[src/hdl/mx4inv_pkg.sv]
// Shared types, sizes and index helpers for the 4x4 matrix inverse unit.
// No dependencies; every other file of the block imports this package.
package mx4inv_pkg;

    localparam int VALUE_WIDTH = 32;
    localparam int FRAC_BITS   = 16;

    // cofactor: six triple products, magnitude below 2^(3*VALUE_WIDTH)
    localparam int CW    = 3 * VALUE_WIDTH + 4;
    // determinant: four element * cofactor products
    localparam int DW    = 4 * VALUE_WIDTH + 4;
    // numerator |C| << 2*FRAC_BITS
    localparam int NW    = CW + 2 * FRAC_BITS;
    localparam int RW    = DW + 1;
    localparam int QW    = VALUE_WIDTH + 1;
    localparam int PW    = 2 * VALUE_WIDTH + 2;
    localparam int NCH_C = (CW + VALUE_WIDTH - 1) / VALUE_WIDTH;
    localparam int NCH_T = 2;
    localparam int CHW   = $clog2(NCH_C);
    localparam int BITW  = $clog2(NW);
    localparam int NTERM = 6;

    localparam logic [VALUE_WIDTH-1:0] VAL_MAX = {1'b0, {(VALUE_WIDTH-1){1'b1}}};
    localparam logic [VALUE_WIDTH-1:0] VAL_MIN = {1'b1, {(VALUE_WIDTH-1){1'b0}}};

    typedef enum logic [1:0] {
        BSEL_ELEM,
        BSEL_PAIR,
        BSEL_COF
    } t_bsel;

    typedef enum logic [4:0] {
        S_LOAD,
        S_T_RX,
        S_T_RB,
        S_T_M1,
        S_T_PAIR,
        S_T_M2,
        S_T_A,
        S_C_ST,
        S_D_RX,
        S_D_M,
        S_D_A,
        S_CHK,
        S_SING,
        S_DSET,
        S_V_RD,
        S_V_LD,
        S_V_STEP,
        S_V_FIN
    } t_state;

    typedef struct packed {
        logic           load;
        logic           rd_x;
        logic           rd_b;
        logic           mul;
        t_bsel          bsel;
        logic [CHW-1:0] chunk;
        logic           top;
        logic           pair;
        logic           acc_c;
        logic           acc_d;
        logic           clr;
        logic           neg;
        logic           st_c;
        logic           rd_c;
        logic           dset;
        logic           div_ld;
        logic           div_step;
        logic           div_fin;
        logic           sing;
        logic           last;
        logic [3:0]     addr;
        logic [3:0]     caddr;
    } t_dp_cmd;

    typedef struct packed {
        logic det_zero;
        logic out_free;
    } t_dp_stat;

    // j-th of the three indexes in 0..3 that differ from ex
    function automatic logic [1:0] skip_idx(input logic [1:0] ex, input logic [1:0] j);
        return (j < ex) ? j : j + 2'd1;
    endfunction

    // column position (into the minor) used by row position pos of term tm
    function automatic logic [1:0] term_col(input logic [2:0] tm, input logic [1:0] pos);
        logic [5:0] cols;
        unique case (tm)
            3'd0:    cols = {2'd2, 2'd1, 2'd0};
            3'd1:    cols = {2'd0, 2'd2, 2'd1};
            3'd2:    cols = {2'd1, 2'd0, 2'd2};
            3'd3:    cols = {2'd0, 2'd1, 2'd2};
            3'd4:    cols = {2'd2, 2'd0, 2'd1};
            3'd5:    cols = {2'd1, 2'd2, 2'd0};
            default: cols = '0;
        endcase
        return cols[2*pos +: 2];
    endfunction

    function automatic logic term_neg(input logic [2:0] tm);
        return tm >= 3'd3;
    endfunction

    // store address of the element for cofactor ci, term tm, row position pos
    function automatic logic [3:0] elem_addr(input logic [3:0] ci, input logic [2:0] tm,
                                             input logic [1:0] pos);
        logic [1:0] r;
        logic [1:0] c;
        r = skip_idx(ci[3:2], pos);
        c = skip_idx(ci[1:0], term_col(tm, pos));
        return {r, c};
    endfunction

endpackage

[src/hdl/mx4inv_ctrl.sv]
// Controller: sequences loading, cofactor terms, determinant and division.
// Depends on mx4inv_pkg; drives mx4inv_dp by command struct.
module mx4inv_ctrl import mx4inv_pkg::*; (
    input  logic     i_clk,
    input  logic     i_rst_n,
    input  logic     i_in_valid,
    output logic     o_in_ready,
    input  t_dp_stat i_stat,
    output t_dp_cmd  o_cmd
);

    t_state         r_state, n_state;
    logic [3:0]     r_lcnt, n_lcnt;
    logic [3:0]     r_ci, n_ci;
    logic [2:0]     r_tm, n_tm;
    logic [CHW-1:0] r_ch, n_ch;
    logic [1:0]     r_di, n_di;
    logic [3:0]     r_k, n_k;
    logic [BITW-1:0] r_bit, n_bit;

    always_ff @(posedge i_clk) begin
        if (!i_rst_n) begin
            r_state <= S_LOAD;
            r_lcnt  <= '0;
            r_ci    <= '0;
            r_tm    <= '0;
            r_ch    <= '0;
            r_di    <= '0;
            r_k     <= '0;
            r_bit   <= '0;
        end else begin
            r_state <= n_state;
            r_lcnt  <= n_lcnt;
            r_ci    <= n_ci;
            r_tm    <= n_tm;
            r_ch    <= n_ch;
            r_di    <= n_di;
            r_k     <= n_k;
            r_bit   <= n_bit;
        end
    end

    always_comb begin
        n_state    = r_state;
        n_lcnt     = r_lcnt;
        n_ci       = r_ci;
        n_tm       = r_tm;
        n_ch       = r_ch;
        n_di       = r_di;
        n_k        = r_k;
        n_bit      = r_bit;
        o_cmd      = '0;
        o_in_ready = 1'b0;
        unique case (r_state)
            S_LOAD: begin
                o_in_ready = 1'b1;
                o_cmd.addr = r_lcnt;
                if (i_in_valid) begin
                    o_cmd.load = 1'b1;
                    if (r_lcnt == 4'd15) begin
                        n_lcnt  = '0;
                        n_ci    = '0;
                        n_tm    = '0;
                        n_state = S_T_RX;
                    end else begin
                        n_lcnt = r_lcnt + 4'd1;
                    end
                end
            end
            S_T_RX: begin
                o_cmd.rd_x = 1'b1;
                o_cmd.addr = elem_addr(r_ci, r_tm, 2'd0);
                n_state    = S_T_RB;
            end
            S_T_RB: begin
                o_cmd.rd_b = 1'b1;
                o_cmd.addr = elem_addr(r_ci, r_tm, 2'd1);
                n_state    = S_T_M1;
            end
            S_T_M1: begin
                o_cmd.mul  = 1'b1;
                o_cmd.bsel = BSEL_ELEM;
                o_cmd.top  = 1'b1;
                n_state    = S_T_PAIR;
            end
            S_T_PAIR: begin
                o_cmd.pair = 1'b1;
                o_cmd.rd_x = 1'b1;
                o_cmd.addr = elem_addr(r_ci, r_tm, 2'd2);
                n_ch       = '0;
                n_state    = S_T_M2;
            end
            S_T_M2: begin
                o_cmd.mul   = 1'b1;
                o_cmd.bsel  = BSEL_PAIR;
                o_cmd.chunk = r_ch;
                o_cmd.top   = (r_ch == CHW'(NCH_T - 1));
                n_state     = S_T_A;
            end
            S_T_A: begin
                o_cmd.acc_c = 1'b1;
                o_cmd.chunk = r_ch;
                o_cmd.clr   = (r_tm == 3'd0) && (r_ch == '0);
                o_cmd.neg   = term_neg(r_tm);
                if (r_ch == CHW'(NCH_T - 1)) begin
                    if (r_tm == 3'(NTERM - 1)) begin
                        n_state = S_C_ST;
                    end else begin
                        n_tm    = r_tm + 3'd1;
                        n_state = S_T_RX;
                    end
                end else begin
                    n_ch    = r_ch + CHW'(1);
                    n_state = S_T_M2;
                end
            end
            S_C_ST: begin
                // checkerboard sign of the cofactor
                o_cmd.st_c  = 1'b1;
                o_cmd.caddr = r_ci;
                o_cmd.neg   = r_ci[2] ^ r_ci[0];
                n_tm        = '0;
                if (r_ci == 4'd15) begin
                    n_di    = '0;
                    n_state = S_D_RX;
                end else begin
                    n_ci    = r_ci + 4'd1;
                    n_state = S_T_RX;
                end
            end
            S_D_RX: begin
                o_cmd.rd_x  = 1'b1;
                o_cmd.addr  = {2'b00, r_di};
                o_cmd.rd_c  = 1'b1;
                o_cmd.caddr = {2'b00, r_di};
                n_ch        = '0;
                n_state     = S_D_M;
            end
            S_D_M: begin
                o_cmd.mul   = 1'b1;
                o_cmd.bsel  = BSEL_COF;
                o_cmd.chunk = r_ch;
                o_cmd.top   = (r_ch == CHW'(NCH_C - 1));
                n_state     = S_D_A;
            end
            S_D_A: begin
                o_cmd.acc_d = 1'b1;
                o_cmd.chunk = r_ch;
                o_cmd.clr   = (r_di == 2'd0) && (r_ch == '0);
                if (r_ch == CHW'(NCH_C - 1)) begin
                    if (r_di == 2'd3) begin
                        n_state = S_CHK;
                    end else begin
                        n_di    = r_di + 2'd1;
                        n_state = S_D_RX;
                    end
                end else begin
                    n_ch    = r_ch + CHW'(1);
                    n_state = S_D_M;
                end
            end
            S_CHK: begin
                n_state = i_stat.det_zero ? S_SING : S_DSET;
            end
            S_SING: begin
                if (i_stat.out_free) begin
                    o_cmd.sing = 1'b1;
                    n_state    = S_LOAD;
                end
            end
            S_DSET: begin
                o_cmd.dset = 1'b1;
                n_k        = '0;
                n_state    = S_V_RD;
            end
            S_V_RD: begin
                // adjugate is the transposed cofactor matrix
                o_cmd.rd_c  = 1'b1;
                o_cmd.caddr = {r_k[1:0], r_k[3:2]};
                n_state     = S_V_LD;
            end
            S_V_LD: begin
                o_cmd.div_ld = 1'b1;
                n_bit        = '0;
                n_state      = S_V_STEP;
            end
            S_V_STEP: begin
                o_cmd.div_step = 1'b1;
                if (r_bit == BITW'(NW - 1)) begin
                    n_state = S_V_FIN;
                end else begin
                    n_bit = r_bit + BITW'(1);
                end
            end
            S_V_FIN: begin
                if (i_stat.out_free) begin
                    o_cmd.div_fin = 1'b1;
                    o_cmd.last    = (r_k == 4'd15);
                    if (r_k == 4'd15) begin
                        n_state = S_LOAD;
                    end else begin
                        n_k     = r_k + 4'd1;
                        n_state = S_V_RD;
                    end
                end
            end
            default: begin
                n_state = S_LOAD;
            end
        endcase
    end

    a_no_take_after_16: assert property (@(posedge i_clk) disable iff (!i_rst_n)
        (i_in_valid && o_in_ready && r_lcnt == 4'd15) |=> !o_in_ready)
        else $error("item taken right after the sixteenth element");

    a_fin_room: assert property (@(posedge i_clk) disable iff (!i_rst_n)
        (o_cmd.div_fin || o_cmd.sing) |-> i_stat.out_free)
        else $error("output register overwritten");

    a_lcnt_idle: assert property (@(posedge i_clk) disable iff (!i_rst_n)
        (r_state != S_LOAD) |-> (r_lcnt == '0))
        else $error("load count not cleared during compute");

endmodule

[config.mk]
export PLATFORM = sky130hd
export DESIGN_NAME = mx4inv_ctrl
export DESIGN_NICKNAME = d
export VERILOG_FILES = /design/src/hdl/mx4inv_pkg.sv /design/src/hdl/mx4inv_ctrl.sv
export SDC_FILE = /design/constraint.sdc
export NUM_CORES = 1
export LEC_CHECK = 0
export BUFFER_PORTS_ARGS = -buffer_cell sky130_fd_sc_hd__buf_2
export CAP_MARGIN = 20
export CORE_UTILIZATION = 53
export CTS_CLUSTER_SIZE = 20
export DETAILED_ROUTE_END_ITERATION = 8
export PLACE_DENSITY = 0.8
export SYNTH_ARGS = -nofsm -noshare
export SYNTH_HDL_FRONTEND = slang
export SYNTH_SLANG_ARGS = --single-unit
[constraint.sdc]
create_clock -name i_clk -period 1.75 [get_ports i_clk]
set_input_delay 0.175 -clock i_clk [delete_from_list [all_inputs] [get_ports i_clk]]
set_output_delay 0.175 -clock i_clk [all_outputs]
set_load 0.02 [all_outputs]
==> impl_results.md, run 1 <==
- Failing step: global routing
- Clk sinks: 32
- Clock Tree Buf Depth: 2
- Mapped Area: 2680 um^2
- Largest cells by area after synthesis: dfxtp_1 24%, ha_1 8.9%, nor2_1 5.0%
- Post-synth ARST share: 0
- #FFs+latches synth: 32
- Starting Density: 0.560
- Largest net degree at the start of global routing: 26
- Status: did not finish
- Synthesized area per cell: 7.68 um^2
- Die height: 73.1 um
- Std-Cell Rows: 25
- Yosys warnings: 0
- Syn nets: 373
- Worst endpoint after global-route timing repair: o_cmd[5]
- Die X: 73.1 um
- Post-synth top area share: 0.239
- Placer Congestion: 0.955
- Seq/Total Area, Yosys: 0.239
- Synth area leader: dfxtp_1
- Post-Synthesis Cells: 349
- IO Pins: 36
- Hold bufs inserted after CTS: 0
- Post-synth EDFFs: 0
- H-Tree Depth: 2
- Error message: [ERROR DPL-0038] Utilization greater than 100%, impossible to legalize
- HPWL Detailed: 6090 um
- WEP type: primary output
- Synth Flop Type: dfxtp_1
- Clk root buf: clkbuf_8
- Num CTS Buffers: 5
- Post-synthesis cell type count: 66
- Port Buffers: 35
[what timing repair did]
action / in CTS
setup endpoints to repair: 51
resized for setup: 116
cloned: 0
buffers inserted: 17
pin swaps: 31
[synthesized netlist by cell type (all sizes together), types with 12 or more instances]
master,instances
nor2,37
dfxtp,32
nand2,28
nand3,24
ha,19
a21oi,17
inv,16
nor3,14
xnor2,14
buf,13
nor2b,12
o21ai,12
[metrics by stage]
step | util | hold WS (ns) | setup WS, ns | cells | cell area (um^2)
2_1_floorplan | - | 0.313 | -0.241 | 349 | 2760
3_3_place_gp | 0.733 | 0.458 | -0.331 | 511 | 3510
3_5_place_dp | 0.733 | 0.472 | -0.350 | 511 | 3510
4_1_cts | 0.878 | 0.215 | -0.605 | 536 | 4200
[cell families after synthesis]
| logic type | share of synthesized area |
|---|---|
| flip-flops | 0.239 |
| AO/OA/AOI/OAI | 0.228 |
| XOR/XNOR | 0.0654 |
| multiplexers | 0.0191 |
| AND/OR/NAND/NOR | 0.294 |
| buffers and inverters | 0.0654 |
| adder cells (fa/ha/maj) | 0.0887 |
==> inputs of run 2 (changes only) <==
--- a/config.mk
+++ b/config.mk
@@ -7,10 +7,9 @@
 export LEC_CHECK = 0
 export BUFFER_PORTS_ARGS = -buffer_cell sky130_fd_sc_hd__buf_2
 export CAP_MARGIN = 20
-export CORE_UTILIZATION = 53
-export CTS_CLUSTER_SIZE = 20
+export CORE_UTILIZATION = 40
 export DETAILED_ROUTE_END_ITERATION = 8
-export PLACE_DENSITY = 0.8
+export PLACE_DENSITY_LB_ADDON = 0.15
 export SYNTH_ARGS = -nofsm -noshare
 export SYNTH_HDL_FRONTEND = slang
 export SYNTH_SLANG_ARGS = --single-unit
==> constraint.sdc (replaced) <==
create_clock -name i_clk -period 2.3 [get_ports i_clk]
set_input_delay 0.23 -clock i_clk [delete_from_list [all_inputs] [get_ports i_clk]]
set_output_delay 0.23 -clock i_clk [all_outputs]
set_load 0.02 [all_outputs]
==> run 2 against run 1 <==
Compared with the run above:
- the flow now finishes, with violations (design-rule violations, negative setup slack)
- synthesized cell count unchanged
- area after synthesis unchanged
==> impl_results.md, run 2 <==
- Setup CP Type: register to primary output
- CP Launch Type: register
- 1st-pass router iterations: 8
- Crit-path slowest cell: dfxtp_4
- Detail Route Antenna Nets: 0
- Slew @ Worst Pin: 0.520 ns
- IO Pins: 36 (unchanged)
- Post-synthesis mux area share: 0.0191 (unchanged)
- Status: finished, violations left
- Fillers: 648
- Failing checks: design-rule violations, negative setup slack
- Post-synthesis compound-gate area fraction: 0.228 (unchanged)
- CTS tree: done
- Final Cycle Share: 1.03
- Vias per cell: 5.56
- Synthesized area per cell: 7.68 um^2 (unchanged)
- Clk pin slew, worst setup/hold paths: 0.07 ns
- Mapped Area: 2680 um^2 (unchanged)
- Via count: 2664
- Post-synthesis cell type count: 66 (unchanged)
- Syn nets: 373 (unchanged)
- Non-Filler Instances: 479
- Core area: 6420 um^2
- Power per cell area: 718 nW/um^2
- Commonest non-fill, non-tap cells in the layout: 33 x buf_4, 32 x nor2_1, 32 x buf_2
- Worst vdd ir: 0.392 mV
- GRT overflow: 0
- Max reg flops: 8
- Dpl cells: 470 (-8.0%)
- CP max FO: 4
- Detailed Route Iter0 Violations: 142
- Die ar.: 7030 um^2
- Max-cap viol count: 0
- CP cell instances: ha_4 -> ha_4 -> a21o_1 -> ha_4 -> nor2_4 -> nor2_4 -> xnor2_1 -> nor3_1 -> a211o_1 -> buf_6
- Diode count: 0
- Commonest non-fill, non-tap cell in the layout: buf_4
- Synth area leader: dfxtp_1
- Slew margin rel.: 0.648
- Clk root buf: clkbuf_8
- Fin Clk Skew: 0.0101 ns
- Area delta synth->final: 22.6%
- Synth Flop Type: dfxtp_1
- CP endpoint kind: primary output
- RSZ-0062 raised after global routing: true
- Crit path DAT: 2.15 ns
- Count leader, synth: nor2_1
- H-Tree Depth: 2 (unchanged)
- Final hold viol count: 0
- Most flops, register: r_bit
- Std-Cell Rows: 29 (+16%)
- Num CTS Buffers: 5 (unchanged)
- Post-Synthesis Cells: 349 (unchanged)
- Slew Limit Fails: 0
- Number of remaining DRC errors: 6
- Most common cell on crit path: ha_4
- Post-Synth XOR/XNOR Area: 0.0654 (unchanged)
- Biggest regs: r_bit x8, r_state x5
- Port Buffers: 35 (unchanged)
- Largest cells by area after synthesis: dfxtp_1 24%, ha_1 8.9%, nor2_1 5.0%
- Fraction of layout cells with a size suffix above 1: 0.271
- Post-Synth Simple-Gate Area: 0.294 (unchanged)
- Post-synth EDFFs: 0 (unchanged)
- Clk sinks: 32 (unchanged)
- Die X: 83.9 um (+15%)
- Worst hold path type: primary input to register
- Largest net degree at the start of global routing: 26
- #FFs+latches synth: 32 (unchanged)
- Seq/Total Area, Yosys: 0.239 (unchanged)
- Vias in the first global route: 2494
- Slowest Stage Delay on Critical Path: 0.37 ns
- Final min period: 2.38 ns
- Post-synth top area share: 0.239 (unchanged)
- Post-synth top cells: 36 x nor2_1, 32 x dfxtp_1, 28 x nand2_1, 24 x nand3_1, 19 x ha_1
- All-Layer GR Usage: 0.227
- Setup violators final: 1
- Fin nets: 425
- Post-synth ARST share: 0 (unchanged)
- Req. time, crit path: 2.07 ns
- Static Leak: 1.38 nW
- Fmax: 421 MHz
- Placer Congestion: 0.922 (-3.5%)
- HPWL Detailed: 5860 um (-3.7%)
- Antenna violations before repair: 0
- Clock Tree Buf Depth: 2 (unchanged)
- First-pass GRT wire length: 12700 um
- Worst skew pair latency: 0.29 ns
- Largest family of logic cells by synthesized area: simple AND/OR/NAND/NOR gates
- Setup TNS: -0.0778 ns
- Starting Density: 0.417 (-0.143)
- Adder-cell share of the synthesized area: 0.0887 (unchanged)
- Drt total wl: 7650 um
- Yosys warnings: 0 (unchanged)
- Die height: 83.9 um (+15%)
- WL per Instance: 16.0 um
- Final WS setup: -0.0778 ns
- Layout Utilization: 0.512
[run 2: cell counts after synthesis]
No cell type changed its count.
[run 2: final cells by class]
class | instances | area (um^2) | area share
multi-input cells | 279 | 1940 | 0.590
flip-flops and latches | 32 | 656 | 0.199
repair buffers | 66 | 419 | 0.128
inverters | 17 | 63.8 | 0.0194
clock buffers | 5 | 68.8 | 0.0209
clock inverters | 3 | 42.5 | 0.0129
well taps | 77 | 96.3 | 0.0293
[run 2: logic make-up after synthesis]
family                     Yosys count
and+or+nand+nor                    153
adders and majority gates           19
xor gates and xnor gates            20
DFF                                 32
buffers and inverters               38
muxes                                5
AOI/OAI and AO/OA                   82
[run 2: through the flow]
step                      instance area [um^2]  hold slack [ns]  power (mW)  worst slack, ns
final                                     3290            0.265        2.36          -0.0778
after global routing                      3290            0.286        2.51           -0.153
after CTS                                 3230            0.271        2.36           -0.154
after detailed placement                  3070            0.465        1.78            0.148
after global placement                    3070            0.462        1.78            0.160
after floorplan                           2680            0.368        1.41           0.0204
[run 2: path summary, 6_finish.rpt]
path	from	slack, ns	end	cells past startpoint
hold reg to reg	r_ch[1]$_SDFFE_PN0P_	0.48	r_ch[1]$_SDFFE_PN0P_	2
setup reg to reg	r_state[4]$_SDFFE_PN0P_	0.25	r_k[0]$_SDFFE_PN0P_	7
hold / removal	i_in_valid	0.27	r_lcnt[1]$_SDFFE_PN0P_	3
setup / recovery	r_tm[0]$_SDFFE_PN0P_	-0.08	o_cmd[5]	10
[run 2: repair_timing]
| item | 4_1_cts | 5_1_grt |
|---|---|---|
| pin swaps | 7 | 11 |
| resized for setup | 15 | 18 |
| endpoints found under the setup margin | 8 | 14 |
| cloned | 0 | 0 |
| buffers inserted | 1 | 0 |
| hold buffers | 0 | 0 |
[run 2: per-layer routing]
layer,routed length [um],vias to the layer above,track usage
met5,0,-,0
met4,109,0,0.0627
met3,257,9,0.0336
met2,3610,51,0.380
met1,3670,1248,0.303
li1,-,1356,-
[run 2: critical path, delay by kind of cell (launching register included)]
kind	cells	cell delay [ns]
adder cells (fa/ha/maj)	3	0.61
buffers and inverters	1	0.13
flip-flops	1	0.37
XOR/XNOR	1	0.12
AO/OA/AOI/OAI	2	0.44
AND/OR/NAND/NOR	3	0.19
[run 2: power by group]
| part | internal, mW | switching [mW] | leakage (nW) |
|---|---|---|---|
| clock | 0.321 | 0.229 | 0.0541 |
| combinational | 0.459 | 0.683 | 1.06 |
| sequential | 0.598 | 0.0707 | 0.262 |
Power figures use the tool's default switching activity.
